===== src/sv/spq_pkg.sv =====
`timescale 1ns / 1ps
// Shared types and constants for the sorted priority queue.
// No dependencies; used by spq_cell and sorted_priority_queue_core.
package spq_pkg;

    localparam int DEF_QUEUE_DEPTH  = 10;
    localparam int DEF_PAYLOAD_BITS = 32;

    localparam int LEVEL_W  = 3;
    localparam int STATUS_W = 2;
    localparam int FILL_W   = 4;

    localparam logic [LEVEL_W-1:0] SENTINEL_LEVEL = 3'd6;
    localparam logic [LEVEL_W-1:0] TOP_LEVEL      = 3'd1;
    localparam logic [LEVEL_W-1:0] BOTTOM_LEVEL   = 3'd5;

    // Command broadcast to every cell of the row
    typedef struct packed {
        logic               enq;
        logic               deq;
        logic [LEVEL_W-1:0] level;
    } spq_cmd_t;

endpackage


===== src/sv/spq_cell.sv =====
`timescale 1ns / 1ps
// One slot of the sorted queue: holds a level and payload, compares against
// the broadcast level and shifts toward either neighbor. Depends on spq_pkg.
module spq_cell #(
    parameter int PAYLOAD_BITS = spq_pkg::DEF_PAYLOAD_BITS
) (
    input  logic                          clk,
    input  logic                          rst_n,
    input  spq_pkg::spq_cmd_t             cmd,
    input  logic [PAYLOAD_BITS-1:0]       new_payload,
    input  logic                          left_le,
    input  logic [spq_pkg::LEVEL_W-1:0]   left_level,
    input  logic [PAYLOAD_BITS-1:0]       left_payload,
    input  logic [spq_pkg::LEVEL_W-1:0]   right_level,
    input  logic [PAYLOAD_BITS-1:0]       right_payload,
    output logic                          le,
    output logic [spq_pkg::LEVEL_W-1:0]   level,
    output logic [PAYLOAD_BITS-1:0]       payload
);
    import spq_pkg::*;

    logic [LEVEL_W-1:0]      level_reg;
    logic [LEVEL_W-1:0]      level_next;
    logic [PAYLOAD_BITS-1:0] payload_reg;
    logic [PAYLOAD_BITS-1:0] payload_next;

    // Sentinel never compares at or below a real level, so empty slots move
    assign le = (level_reg <= cmd.level);

    always_comb
    begin
        level_next   = level_reg;
        payload_next = payload_reg;
        if (cmd.deq)
        begin
            level_next   = right_level;
            payload_next = right_payload;
        end
        else if (cmd.enq && !le)
        begin
            if (left_le)
            begin
                level_next   = cmd.level;
                payload_next = new_payload;
            end
            else
            begin
                level_next   = left_level;
                payload_next = left_payload;
            end
        end
    end

    always_ff @(posedge clk or negedge rst_n)
    begin
        if (!rst_n)
        begin
            level_reg <= SENTINEL_LEVEL;
        end
        else
        begin
            level_reg <= level_next;
        end
    end

    always_ff @(posedge clk)
    begin
        payload_reg <= payload_next;
    end

    assign level   = level_reg;
    assign payload = payload_reg;

endmodule


===== src/sv/sorted_priority_queue_core.sv =====
`timescale 1ns / 1ps
// Top level of the sorted priority queue: command decode, row of spq_cell
// slots, fill counter and output register. Depends on spq_pkg and spq_cell.
//
//  Channel   Dir  Handshake          Contents
//  s_axis    in   s_tvalid/s_tready  opcode, in_level, in_payload
//  m_axis    out  m_tvalid/m_tready  status, out_level, out_payload, fill_count
//
// Throughput: one beat per clock unless stalled. Every slot compares the new level
// against its own and shifts in the same cycle, so the compare-and-shift across
// the cell row sets the rate; the result is then registered in the output register.
// Reset: all slots return to the sentinel level and the count to zero at
// once; there is no clearing pass. Stalls: s_tready drops only while a result
// is held in the output register and m_tready is low.
module sorted_priority_queue_core #(
    parameter int  QUEUE_DEPTH  = spq_pkg::DEF_QUEUE_DEPTH,
    parameter int  PAYLOAD_BITS = spq_pkg::DEF_PAYLOAD_BITS,
    localparam int IN_W  = ((1 + spq_pkg::LEVEL_W + PAYLOAD_BITS + 7) / 8) * 8,
    localparam int OUT_W = ((spq_pkg::STATUS_W + spq_pkg::LEVEL_W + PAYLOAD_BITS
                             + spq_pkg::FILL_W + 7) / 8) * 8
) (
    input  logic             clk,
    input  logic             rst_n,
    input  logic             s_tvalid,
    output logic             s_tready,
    input  logic [IN_W-1:0]  s_tdata,   // opcode, in_level, in_payload, zero pad
    output logic             m_tvalid,
    input  logic             m_tready,
    output logic [OUT_W-1:0] m_tdata    // status, out_level, out_payload, fill_count, pad
);
    import spq_pkg::*;

    localparam int CNT_W = $clog2(QUEUE_DEPTH + 1);
    localparam int OUT_USED = STATUS_W + LEVEL_W + PAYLOAD_BITS + FILL_W;

    localparam logic OP_ENQUEUE = 1'b0;
    localparam logic OP_DEQUEUE = 1'b1;

    typedef enum logic [STATUS_W-1:0] {
        STATUS_DONE  = 2'd0,
        STATUS_FULL  = 2'd1,
        STATUS_EMPTY = 2'd2
    } status_t;

    // Input beat fields
    logic                    in_op;
    logic [LEVEL_W-1:0]      in_level_raw;
    logic [LEVEL_W-1:0]      in_level_sat;
    logic [PAYLOAD_BITS-1:0] in_payload;

    assign in_op        = s_tdata[0];
    assign in_level_raw = s_tdata[LEVEL_W:1];
    assign in_payload   = s_tdata[1 + LEVEL_W +: PAYLOAD_BITS];

    // Clamp out-of-range levels into the legal band
    always_comb
    begin
        if (in_level_raw < TOP_LEVEL)
            in_level_sat = TOP_LEVEL;
        else if (in_level_raw > BOTTOM_LEVEL)
            in_level_sat = BOTTOM_LEVEL;
        else
            in_level_sat = in_level_raw;
    end

    logic             accept;
    logic [CNT_W-1:0] count_reg;
    logic [CNT_W-1:0] count_next;
    logic             full;
    logic             empty;
    logic             do_enq;
    logic             do_deq;
    spq_cmd_t         cmd;

    assign accept = s_tvalid && s_tready;
    assign full   = (count_reg == CNT_W'(QUEUE_DEPTH));
    assign empty  = (count_reg == '0);
    assign do_enq = accept && (in_op == OP_ENQUEUE) && !full;
    assign do_deq = accept && (in_op == OP_DEQUEUE) && !empty;

    assign cmd.enq   = do_enq;
    assign cmd.deq   = do_deq;
    assign cmd.level = in_level_sat;

    // Cell row: slot 0 is the head
    logic [LEVEL_W-1:0]      cell_level   [QUEUE_DEPTH];
    logic [PAYLOAD_BITS-1:0] cell_payload [QUEUE_DEPTH];
    logic                    cell_le      [QUEUE_DEPTH];

    for (genvar k = 0; k < QUEUE_DEPTH; k++)
    begin : g_cell
        logic                    left_le;
        logic [LEVEL_W-1:0]      left_level;
        logic [PAYLOAD_BITS-1:0] left_payload;
        logic [LEVEL_W-1:0]      right_level;
        logic [PAYLOAD_BITS-1:0] right_payload;

        if (k == 0)
        begin : g_head
            // Nothing ahead of the head: a new entry that loses to no slot lands here
            assign left_le      = 1'b1;
            assign left_level   = SENTINEL_LEVEL;
            assign left_payload = '0;
        end
        else
        begin : g_body
            assign left_le      = cell_le[k-1];
            assign left_level   = cell_level[k-1];
            assign left_payload = cell_payload[k-1];
        end

        if (k == QUEUE_DEPTH - 1)
        begin : g_tail
            // Refill the freed tail with the sentinel on dequeue
            assign right_level   = SENTINEL_LEVEL;
            assign right_payload = '0;
        end
        else
        begin : g_inner
            assign right_level   = cell_level[k+1];
            assign right_payload = cell_payload[k+1];
        end

        spq_cell #(
            .PAYLOAD_BITS (PAYLOAD_BITS)
        ) u_cell (
            .clk           (clk),
            .rst_n         (rst_n),
            .cmd           (cmd),
            .new_payload   (in_payload),
            .left_le       (left_le),
            .left_level    (left_level),
            .left_payload  (left_payload),
            .right_level   (right_level),
            .right_payload (right_payload),
            .le            (cell_le[k]),
            .level         (cell_level[k]),
            .payload       (cell_payload[k])
        );
    end

    // Fill counter
    always_comb
    begin
        count_next = count_reg;
        if (do_enq)
            count_next = count_reg + CNT_W'(1);
        else if (do_deq)
            count_next = count_reg - CNT_W'(1);
    end

    always_ff @(posedge clk or negedge rst_n)
    begin
        if (!rst_n)
            count_reg <= '0;
        else
            count_reg <= count_next;
    end

    // Result of the beat being accepted
    status_t                 res_status;
    logic [LEVEL_W-1:0]      res_level;
    logic [PAYLOAD_BITS-1:0] res_payload;

    always_comb
    begin
        res_status  = STATUS_DONE;
        res_level   = '0;
        res_payload = '0;
        if (in_op == OP_ENQUEUE)
        begin
            if (full)
                res_status = STATUS_FULL;
        end
        else
        begin
            if (empty)
            begin
                res_status = STATUS_EMPTY;
            end
            else
            begin
                res_level   = cell_level[0];
                res_payload = cell_payload[0];
            end
        end
    end

    // Output register: hold the result until the master side takes it
    logic                    out_valid_reg;
    logic                    out_valid_next;
    status_t                 out_status_reg;
    logic [LEVEL_W-1:0]      out_level_reg;
    logic [PAYLOAD_BITS-1:0] out_payload_reg;
    logic [FILL_W-1:0]       out_fill_reg;

    assign s_tready = !out_valid_reg || m_tready;

    always_comb
    begin
        if (accept)
            out_valid_next = 1'b1;
        else if (m_tready)
            out_valid_next = 1'b0;
        else
            out_valid_next = out_valid_reg;
    end

    always_ff @(posedge clk or negedge rst_n)
    begin
        if (!rst_n)
            out_valid_reg <= 1'b0;
        else
            out_valid_reg <= out_valid_next;
    end

    always_ff @(posedge clk)
    begin
        if (accept)
        begin
            out_status_reg  <= res_status;
            out_level_reg   <= res_level;
            out_payload_reg <= res_payload;
            out_fill_reg    <= FILL_W'(count_next);
        end
    end

    assign m_tvalid = out_valid_reg;
    assign m_tdata  = {{(OUT_W - OUT_USED){1'b0}}, out_fill_reg, out_payload_reg,
                       out_level_reg, out_status_reg};

endmodule


===== config.mk =====
export PLATFORM = sky130hd
export DESIGN_NAME = sorted_priority_queue_core
export DESIGN_NICKNAME = d
export VERILOG_FILES = /design/src/sv/spq_pkg.sv /design/src/sv/spq_cell.sv /design/src/sv/sorted_priority_queue_core.sv
export SDC_FILE = /design/constraint.sdc
export NUM_CORES = 1
export LEC_CHECK = 0
export BUFFER_PORTS_ARGS = -buffer_cell sky130_fd_sc_hd__buf_4
export CAP_MARGIN = 0
export CORE_UTILIZATION = 31
export CTS_BUF_LIST = sky130_fd_sc_hd__clkbuf_8
export CTS_CLUSTER_DIAMETER = 200
export DETAILED_ROUTE_END_ITERATION = 16
export HOLD_SLACK_MARGIN = 0.03
export PLACE_DENSITY = 0.51
export SLEW_MARGIN = 25
export SYNTH_ARGS = -nofsm -noshare
export SYNTH_HDL_FRONTEND = slang
export SYNTH_SLANG_ARGS = --single-unit

===== constraint.sdc =====
create_clock -name clk -period 10.9 [get_ports clk]
set_clock_uncertainty 0.05 [all_clocks]
set_input_delay 0 -clock clk [delete_from_list [all_inputs] [get_ports clk]]
set_output_delay 0 -clock clk [all_outputs]
set_load 0.02 [all_outputs]

==> results of run 1 <==
layer usage:
metal	track usage	vias up	share of wire
met5	0	-	0.00023
met4	0.05572	2	0.022
met3	0.03104	87	0.052
met2	0.2842	415	0.47
met1	0.2348	7350	0.45
li1	-	7065	-
where the power goes:
part | internal (µW) | switching (µW)
clock network | 686 | 641
logic | 903 | 1590
registers | 2230 | 205
metrics by stage:
step	instance area, µm²	utilization
global placement	21350	0.3319
CTS	23130	0.3594
floorplan	20150	-
detailed placement	21380	0.3323
finish	23130	0.3595
global route	23130	0.3595
tightest hold or removal path: stages:
cell	delay, ns
dlygate4sd3_1	0.53
buf_4	0.15
nand3_1	0.06
a31oi_1	0.08
logic make-up after synthesis:
family,synth area share
xor+xnor,0.001306
buf+inv,0.04439
simple gates,0.1393
compound gates,0.1190
mux,0.1077
fa+ha+maj,0.02052
other cells,0.0001863
flops,0.5675
cells in the mapped netlist, types with 4 or more instances:
cell type	n
nor3_1	5
clkbuf_1	101
o21ai_0	202
nand2_1	467
nand3_1	5
buf_2	54
dfxtp_1	32
buf_6	4
a21oi_1	37
nor2_1	121
mux2_2	13
a221oi_1	7
and2_1	7
mux2i_1	202
and4_1	18
buf_4	10
edfxtp_1	329
a31oi_1	112
a211oi_1	5
nand2b_1	5
ha_1	33
dfrtp_1	15
buf_1	6
and3_1	35
a221o_1	14
dfstp_2	20
a211o_1	7
inv_1	26
cell usage in the layout (no fill, tap or decap), drive strengths merged, types with 3 or more instances in the layout:
cell type and instances:
a21oi 37, a31oi 112, edfxtp 329, mux2i 202, and2 8, clkinv 15
dfrtp 15, o21ai 202, mux2 13, nor2 122, nor3 5, and4 18
nand2b 5, nand3 5, o31ai 4, dlygate4sd3 40, a211oi 5, xnor2 3
dfxtp 32, a221o 14, and3 36, inv 59, a211o 7, conb 7
a221oi 7, nor2b 3, buf 113, clkbuf 82, ha 33, nand2 467
dfstp 20
layout make-up:
type | instances | area, µm² | share of cell area
Antenna cell | 1 | 2.502 | 0.0001082
Sequential cell | 396 | 11420 | 0.4938
Timing Repair Buffer | 153 | 1274 | 0.05507
Clock buffer | 82 | 1129 | 0.04879
Inverter | 27 | 103.9 | 0.004490
Tap cell | 855 | 1070 | 0.04625
Multi-Input combinational cell | 1339 | 7929 | 0.3428
Clock inverter | 49 | 202.7 | 0.008763
final timing paths:
kind,endpoint
setup reg to reg,g_cell[6].u_cell.level[1]
hold reg to reg,g_cell[0].u_cell.level[2]
setup / recovery,g_cell[6].u_cell.level[1]
min in group asynchronous,g_cell[0].u_cell.level[1]
hold / removal,g_cell[9].u_cell.level[1]
max in group asynchronous,g_cell[4].u_cell.level[0]
repair_timing:
action / 4_1_cts / 5_1_grt
resized for setup: 0 / 0
hold buffers: 41 / 0
hold endpoints to repair: 399 / 0
==> out/qor.txt, run 1 <==
status -> finished clean
Syn Inst Count -> 1931
clk slew on worst S/H paths -> 0.05 ns
Synth area leaders -> edfxtp_1 (49%), mux2i_1 (10%), nand2_1 (8.7%)
share of layout cells above drive strength 1 -> 0.1261
CP startpoint -> count_reg[0]
Via density -> 5.141
IO Pins -> 94
Data arrival, critical path -> 4.85 ns
Slew Viols, Final -> 0
total clock sinks -> 396
Yosys cell types -> 58
GRT Residual Overflow -> 0
H-tree depth -> 3
peak supply drop -> 0.1270 mV
CP top delay family -> simple AND/OR/NAND/NOR gates
worst-path maximum fanout -> 92
Chip Height -> 256.8 µm
hold_sp -> s_tdata[2]
Synth async-reset ratio -> 0.08838
largest net degree at the start of global routing -> 123
setup_tns -> 0 ns
Die X -> 256.8 µm
Root Driver -> clkbuf_8
Layout Cells excl Fill -> 2902
Hold Path Depth -> 4
Lkg Pwr -> 0.008795 µW
cell with the largest stage delay on the worst path -> and3_4
post-placement cell count -> 2729
fin nets -> 2066
vias in the first global route -> 14820
worst-margin pin slew -> 1.005 ns
Crit. End Element -> flop
Cell Rows -> 93
RSZ-0062 raised after global routing -> no
worst setup path category -> reg2reg
R2R Setup Slk -> 6.54 ns
Global Route Usage Sum -> 0.1747
area grow syn2layout -> 14.94%
Mean Syn Cell Area -> 10.42 µm²
drt pass-1 iters -> 5
CTS Buf Count -> 72
Netlist Area Pre-Place -> 20120 µm²
initial antenna violation count -> 3
cell mode on critical path -> buf_4
die area -> 65940 µm²
vias -> 14920
Tcrit/Tclk final -> 0.3997
DP HPWL -> 31740 µm
Routed Antenna Nets -> 0
fmax -> 229.5 MHz
Crit path depth -> 9
PD cells -> 270.6 nW/µm²
Hold Fails Final Rpt -> 0
Worst Hold Class -> in2reg
Bufs and invs on worst path -> 3
Starting Density -> 0.3127
Slew HR -> 0.3298
RD Place Congestion -> 0.7606
first-pass GRT wire length -> 89100 µm
Fillers -> 6421
Starting DRT DRC Count -> 933
top_reg_cell synth -> edfxtp_1
Startpoint Class -> flop
drt total wl -> 57750 µm
Max Cap Viol -> 0
Final setup viols -> 0
Remaining DRCs -> 0
Synth area leader -> edfxtp_1
Setup WS post-layout -> 6.543 ns
Critical Path RT -> 11.40 ns
CP peak stage delay -> 0.97 ns
Buffers on Ports -> 82
Largest register FFs -> 320
Post-synth EDFFs -> 329
Synth Register Bits -> 396
final hold slack -> 0.1552 ns
post-synth top area share -> 0.4909
WL/cell -> 19.90 µm
YS warnings -> 0
sequential fraction of the synthesis area -> 0.5675
r2r worst-path depth -> 9
CTS tree -> yes
worst r2r src -> count_reg[0]
crit-path cells -> inv_1 > ha_1 > or3b_1 > buf_4 > and3_4 > buf_4 > nor2_1 > a221o_1 > mux2_2
pre-CTS setup slack -> 6.576 ns
# Post-CTS Setup Buffers -> 0
clk_lat worst skew -> 0.64 ns
Longest Clk Path Bufs -> 3
core box area -> 64350 µm²
Total Power -> 6260 µW
Final min period -> 4.357 ns
Note: power is estimated with default switching activity, not from simulation.
==> run 2, diff against run 1 <==
clock period = 4.11 ns   (was 10.9 ns; I/O delays follow)
==> out/qor.txt, run 2 (synthesis results as in run 1) <==
status -> finished clean (unchanged)
RD Place Congestion -> 0.7680 (was 0.7606)
Routed Antenna Nets -> 0 (unchanged)
drt total wl -> 58830 µm (was 57750 µm)
fmax -> 323.4 MHz
largest net degree at the start of global routing -> 161 (was 123)
Chip Height -> 256.8 µm (unchanged)
Largest register FFs -> 320 (unchanged)
Global Route Usage Sum -> 0.1779 (was 0.1747)
Cell Rows -> 93 (unchanged)
RSZ-0062 raised after global routing -> no (unchanged)
CTS Buf Count -> 74 (was 72)
Longest Clk Path Bufs -> 3 (unchanged)
pre-CTS setup slack -> 0.9072 ns (was 6.576 ns)
fin nets -> 2092 (was 2066)
Hold Fails Final Rpt -> 0 (unchanged)
clk_lat worst skew -> 0.65 ns (was 0.64 ns)
worst-path maximum fanout -> 13 (was 92)
Starting Density -> 0.3127 (unchanged)
Data arrival, critical path -> 3.39 ns (was 4.85 ns)
total clock sinks -> 396 (unchanged)
CTS-repair resized insts -> 0 (unchanged)
Slew HR -> 0.4216 (was 0.3298)
core box area -> 64350 µm² (unchanged)
R2R Setup Slk -> 1.17 ns (was 6.54 ns)
setup_tns -> 0 ns (unchanged)
initial antenna violation count -> 2 (was 3)
area grow syn2layout -> 16.58% (was 14.94%)
vias in the first global route -> 15060 (was 14820)
Remaining DRCs -> 0 (unchanged)
share of layout cells above drive strength 1 -> 0.1351 (was 0.1261)
vias -> 15170 (was 14920)
drt pass-1 iters -> 5 (unchanged)
Starting DRT DRC Count -> 1262 (was 933)
die area -> 65940 µm² (unchanged)
PD cells -> 724.9 nW/µm² (was 270.6 nW/µm²)
Lkg Pwr -> 0.008937 µW (was 0.008795 µW)
most frequent cells in the layout -> nand2_1 (467), edfxtp_1 (329), mux2i_1 (202) (unchanged)
Root Driver -> clkbuf_8 (unchanged)
Worst Hold Class -> in2reg (unchanged)
Buffers on Ports -> 82 (unchanged)
GRT Residual Overflow -> 0 (unchanged)
Final min period -> 3.092 ns
Startpoint Class -> input port (was flop)
most common cell after layout, fill and taps aside -> nand2_1 (unchanged)
Tcrit/Tclk final -> 0.7524
worst-margin pin slew -> 0.8644 ns (was 1.005 ns)
Die X -> 256.8 µm (unchanged)
Fillers -> 6353 (was 6421)
clk slew on worst S/H paths -> 0.06 ns (was 0.05 ns)
DP HPWL -> 33790 µm (was 31740 µm)
Setup WS post-layout -> 1.018 ns (was 6.543 ns)
Slew Viols, Final -> 0 (unchanged)
first-pass GRT wire length -> 90550 µm (was 89100 µm)
Crit. End Element -> flop (unchanged)
Via density -> 5.177 (was 5.141)
Max Cap Viol -> 0 (unchanged)
Final Util -> 0.3646 (was 0.3595)
final hold slack -> 0.1319 ns (was 0.1552 ns)
H-tree depth -> 3 (unchanged)
peak supply drop -> 0.4541 mV (was 0.1270 mV)
IO Pins -> 94 (unchanged)
Final setup viols -> 0 (unchanged)
WL/cell -> 20.08 µm (was 19.90 µm)
Critical Path RT -> 4.41 ns (was 11.40 ns)
worst setup path category -> in2reg (was reg2reg)
CTS tree -> yes (unchanged)
run 2: cell types whose count changed in the layout (fill, tap and decap cells not counted), sizes merged:
| cell | before | now |
|---|---|---|
| bufinv | 0 | 1 |
| buf | 113 | 137 |
| diode | 1 | 2 |
| clkinvlp | 2 | 3 |
| clkinv | 15 | 24 |
| inv | 59 | 53 |
| clkbuf | 82 | 80 |
run 2: metrics by stage:
stage / instances / power [µW] / area, µm²
after floorplan: 1937 / 11000 / 20150
after global placement: 2753 / 13290 / 21700
after detailed placement: 2753 / 13480 / 21700
after CTS: 2928 / 17160 / 23460
after global routing: 2930 / 18040 / 23460
final: 2930 / 17010 / 23460
run 2: area by class of cell:
class                           count  area (µm²)  area share
Antenna cell                        2       5.005   0.0002133
Clock buffer                       80        1101     0.04693
Clock inverter                     54       245.2     0.01045
Inverter                           27       101.3    0.004320
Multi-Input combinational cell   1339        7929      0.3380
Sequential cell                   396       11420      0.4868
Tap cell                          855        1070     0.04560
Timing Repair Buffer              177        1589     0.06773
run 2: path summary, 6_finish.rpt:
check | startpoint | end | depth (start not counted)
min | s_tdata[2] | g_cell[9].u_cell.level[1] | 4
max reg2reg | count_reg[0] | g_cell[7].u_cell.level[0] | 8
min in group asynchronous | rst_n | g_cell[0].u_cell.level[2] | 3
min reg2reg | g_cell[6].u_cell.level[0] | g_cell[6].u_cell.level[0] | 1
max | s_tdata[3] | g_cell[7].u_cell.payload[19] | 11
max in group asynchronous | rst_n | g_cell[6].u_cell.level[0] | 4
run 2: per-layer routing:
metal / vias up / GRT usage / part of all wire
met4: 2 / 0.05407 / 0.019
met1: 7515 / 0.2420 / 0.46
met2: 460 / 0.2888 / 0.47
met5: - / 0 / 0.00024
li1: 7117 / - / -
met3: 75 / 0.02966 / 0.054
run 2: where the power goes:
group          total [µW]  switching (µW)  leakage [µW]  internal (µW)
clock network        3570            1720      0.000779           1850
logic                6980            4340       0.00443           2640
registers            6460             541       0.00372           5920
total               17000            6600       0.00894          10400
run 2: repair_timing:
action | CTS | global route
endpoints found under the hold margin | 407 | 0
buffers inserted | 0 | 0
hold buffers | 41 | 0
run 2: critical path, cell delays in order:
cell	delay (ns)
dlygate4sd3_1	0.53
buf_4	0.13
nand2b_1	0.09
buf_4	0.23
a21o_1	0.57
ha_1	0.36
a31oi_1	0.43
and2_2	0.48
buf_4	0.27
mux2i_1	0.20
o21ai_0	0.09
==> run 3, diff against run 2 <==
clock period = 3.2 ns   (was 4.11 ns; I/O delays follow)
==> out/qor.txt, run 3 (synthesis results as in run 1) <==
WL/cell -> 19.99 µm (was 20.08 µm)
storage element area -> 11420 µm² (unchanged)
worst-margin pin slew -> 0.9881 ns (was 0.8644 ns)
Max Cap Viol -> 0 (unchanged)
Longest Clk Path Bufs -> 3 (unchanged)
first-pass GRT wire length -> 90910 µm (was 90550 µm)
Hold Fails Final Rpt -> 0 (unchanged)
Final min period -> 2.607 ns
worst r2r src -> count_reg[0] (unchanged)
total clock sinks -> 396 (unchanged)
Remaining DRCs -> 0 (unchanged)
Top Usage Layer GRT -> met2 (unchanged)
Starting DRT DRC Count -> 1062 (was 1262)
vias -> 15090 (was 15170)
Area after DPL -> 22050 µm² (was 21700 µm²)
most common cell after layout, fill and taps aside -> nand2_1 (unchanged)
clk_lat worst skew -> 0.65 ns (about the same)
Tcrit/Tclk final -> 0.8148
Worst Hold Class -> in2reg (unchanged)
Slew Viols, Final -> 0 (unchanged)
Largest register FFs -> 320 (unchanged)
share of layout cells above drive strength 1 -> 0.1405 (was 0.1351)
largest net degree at the start of global routing -> 108 (was 161)
RSZ-0062 raised after global routing -> no (unchanged)
Via density -> 5.129 (was 5.177)
routing usage on met1 -> 0.2395 (was 0.2420)
CTS-repair resized insts -> 0 (unchanged)
CTS tree -> yes (unchanged)
IO Pins -> 94 (unchanged)
initial antenna violation count -> 1 (was 2)
Hold-fix buffers, CTS -> 41 (unchanged)
drt total wl -> 58780 µm (was 58830 µm)
GR Util met3 -> 0.03074 (was 0.02966)
area grow syn2layout -> 18.15% (was 16.58%)
Routed Antenna Nets -> 0 (unchanged)
pre-CTS setup slack -> 0.5395 ns (was 0.9072 ns)
Critical Path RT -> 3.50 ns (was 4.41 ns)
R2R Setup Slk -> 0.61 ns (was 1.17 ns)
Final setup viols -> 0 (unchanged)
DP HPWL -> 34560 µm (was 33790 µm)
Chip Height -> 256.8 µm (unchanged)
Slew HR -> 0.3391 (was 0.4216)
RD Place Congestion -> 0.7814 (was 0.7680)
vias in the first global route -> 15380 (was 15060)
Multi-input gate area -> 7929 µm² (unchanged)
post-route cell area -> 23780 µm² (was 23460 µm²)
# Post-CTS Setup Buffers -> 0 (unchanged)
Layout Cells excl Fill -> 2941 (was 2930)
Root Driver -> clkbuf_8 (unchanged)
peak supply drop -> 0.5062 mV (was 0.4541 mV)
Hold Path Depth -> 4 (unchanged)
post-placement cell count -> 2767 (was 2753)
worst-path maximum fanout -> 16 (was 13)
Setup WS post-layout -> 0.5928 ns (was 1.018 ns)
Lkg Pwr -> 0.009088 µW (was 0.008937 µW)
GRT Residual Overflow -> 0 (unchanged)
fin nets -> 2104 (was 2092)
CTS Buf Count -> 72 (was 74)
Cell Rows -> 93 (unchanged)
met2 Usage GRT -> 0.2863 (was 0.2888)
Worst Setup EP -> g_cell[2].u_cell.payload[17] (was g_cell[7].u_cell.payload[19])
capture point of the worst reg-to-reg path -> g_cell[3].u_cell.level[0] (was g_cell[7].u_cell.level[0])
status -> finished clean (unchanged)
Final Util -> 0.3695 (was 0.3646)
PD cells -> 922.3 nW/µm² (was 724.9 nW/µm²)
H-tree depth -> 3 (unchanged)
Fillers -> 6360 (was 6353)
Data arrival, critical path -> 2.91 ns (was 3.39 ns)
drt pass-1 iters -> 5 (unchanged)
Starting Density -> 0.3127 (unchanged)
most frequent cells in the layout -> nand2_1 (467), edfxtp_1 (329), mux2i_1 (202) (unchanged)
CP startpoint -> s_tdata[3] (unchanged)
core box area -> 64350 µm² (unchanged)
Global Route Usage Sum -> 0.1781 (was 0.1779)
die area -> 65940 µm² (unchanged)
Buffers on Ports -> 82 (unchanged)
setup_tns -> 0 ns (unchanged)
r2r worst-path depth -> 8 (unchanged)
Die X -> 256.8 µm (unchanged)
fmax -> 383.6 MHz
Startpoint Class -> input port (unchanged)
worst setup path category -> in2reg (unchanged)
Crit. End Element -> flop (unchanged)
clk slew on worst S/H paths -> 0.06 ns (about the same)
run 3: cell types whose count changed in the layout (fill, tap and decap cells not counted), sizes merged:
cell | before | now
clkbuf | 80 | 76
dlygate4sd3 | 40 | 41
diode | 2 | 1
inv | 53 | 63
clkinv | 24 | 16
buf | 137 | 150
run 3: cell type report:
cell class | count | share of cell area
Tap cell | 855 | 0.04499
Multi-Input combinational cell | 1339 | 0.3335
Sequential cell | 396 | 0.4803
Timing Repair Buffer | 191 | 0.08146
Inverter | 27 | 0.004262
Clock inverter | 56 | 0.01142
Clock buffer | 76 | 0.04399
Antenna cell | 1 | 0.0001052
run 3: how the worst min path moves through the flow:
stage	start	end
2_1_floorplan	rst_n	count_reg[0]
3_3_place_gp	rst_n	count_reg[0]
3_5_place_dp	rst_n	count_reg[2]
4_1_cts	s_tdata[1]	g_cell[9].u_cell.level[0]
5_1_grt	s_tdata[1]	g_cell[9].u_cell.level[0]
6_report	s_tdata[1]	g_cell[9].u_cell.level[0]
run 3: metrics by stage:
step / total power [µW] / hold slack [ns]
finish: 21930 / 0.05809
floorplan: 14120 / -0.3456
CTS: 22160 / 0.03634
global placement: 17240 / -0.03116
detailed placement: 17510 / -0.03609
global route: 23300 / 0.1191
run 3: worst max-delay path, stage by stage:
cell,delay [ns]
dlygate4sd3_1,0.54
buf_4,0.16
nand2b_1,0.15
a21o_1,0.30
buf_4,0.22
ha_1,0.27
a31oi_1,0.41
and2_2,0.30
buf_12,0.20
mux2i_1,0.21
o21ai_0,0.11
run 3: report_power, final:
group | internal, µW | switching, µW | total (µW)
sequential | 7600 | 705 | 8300
combinational | 3580 | 5540 | 9120
clock | 2290 | 2220 | 4510
run 3: layer usage:
metal,vias to the layer above,routed length (µm)
li1,7135,-
met1,7473,27000
met2,376,27350
met3,101,2846
met4,0,1592
met5,-,0
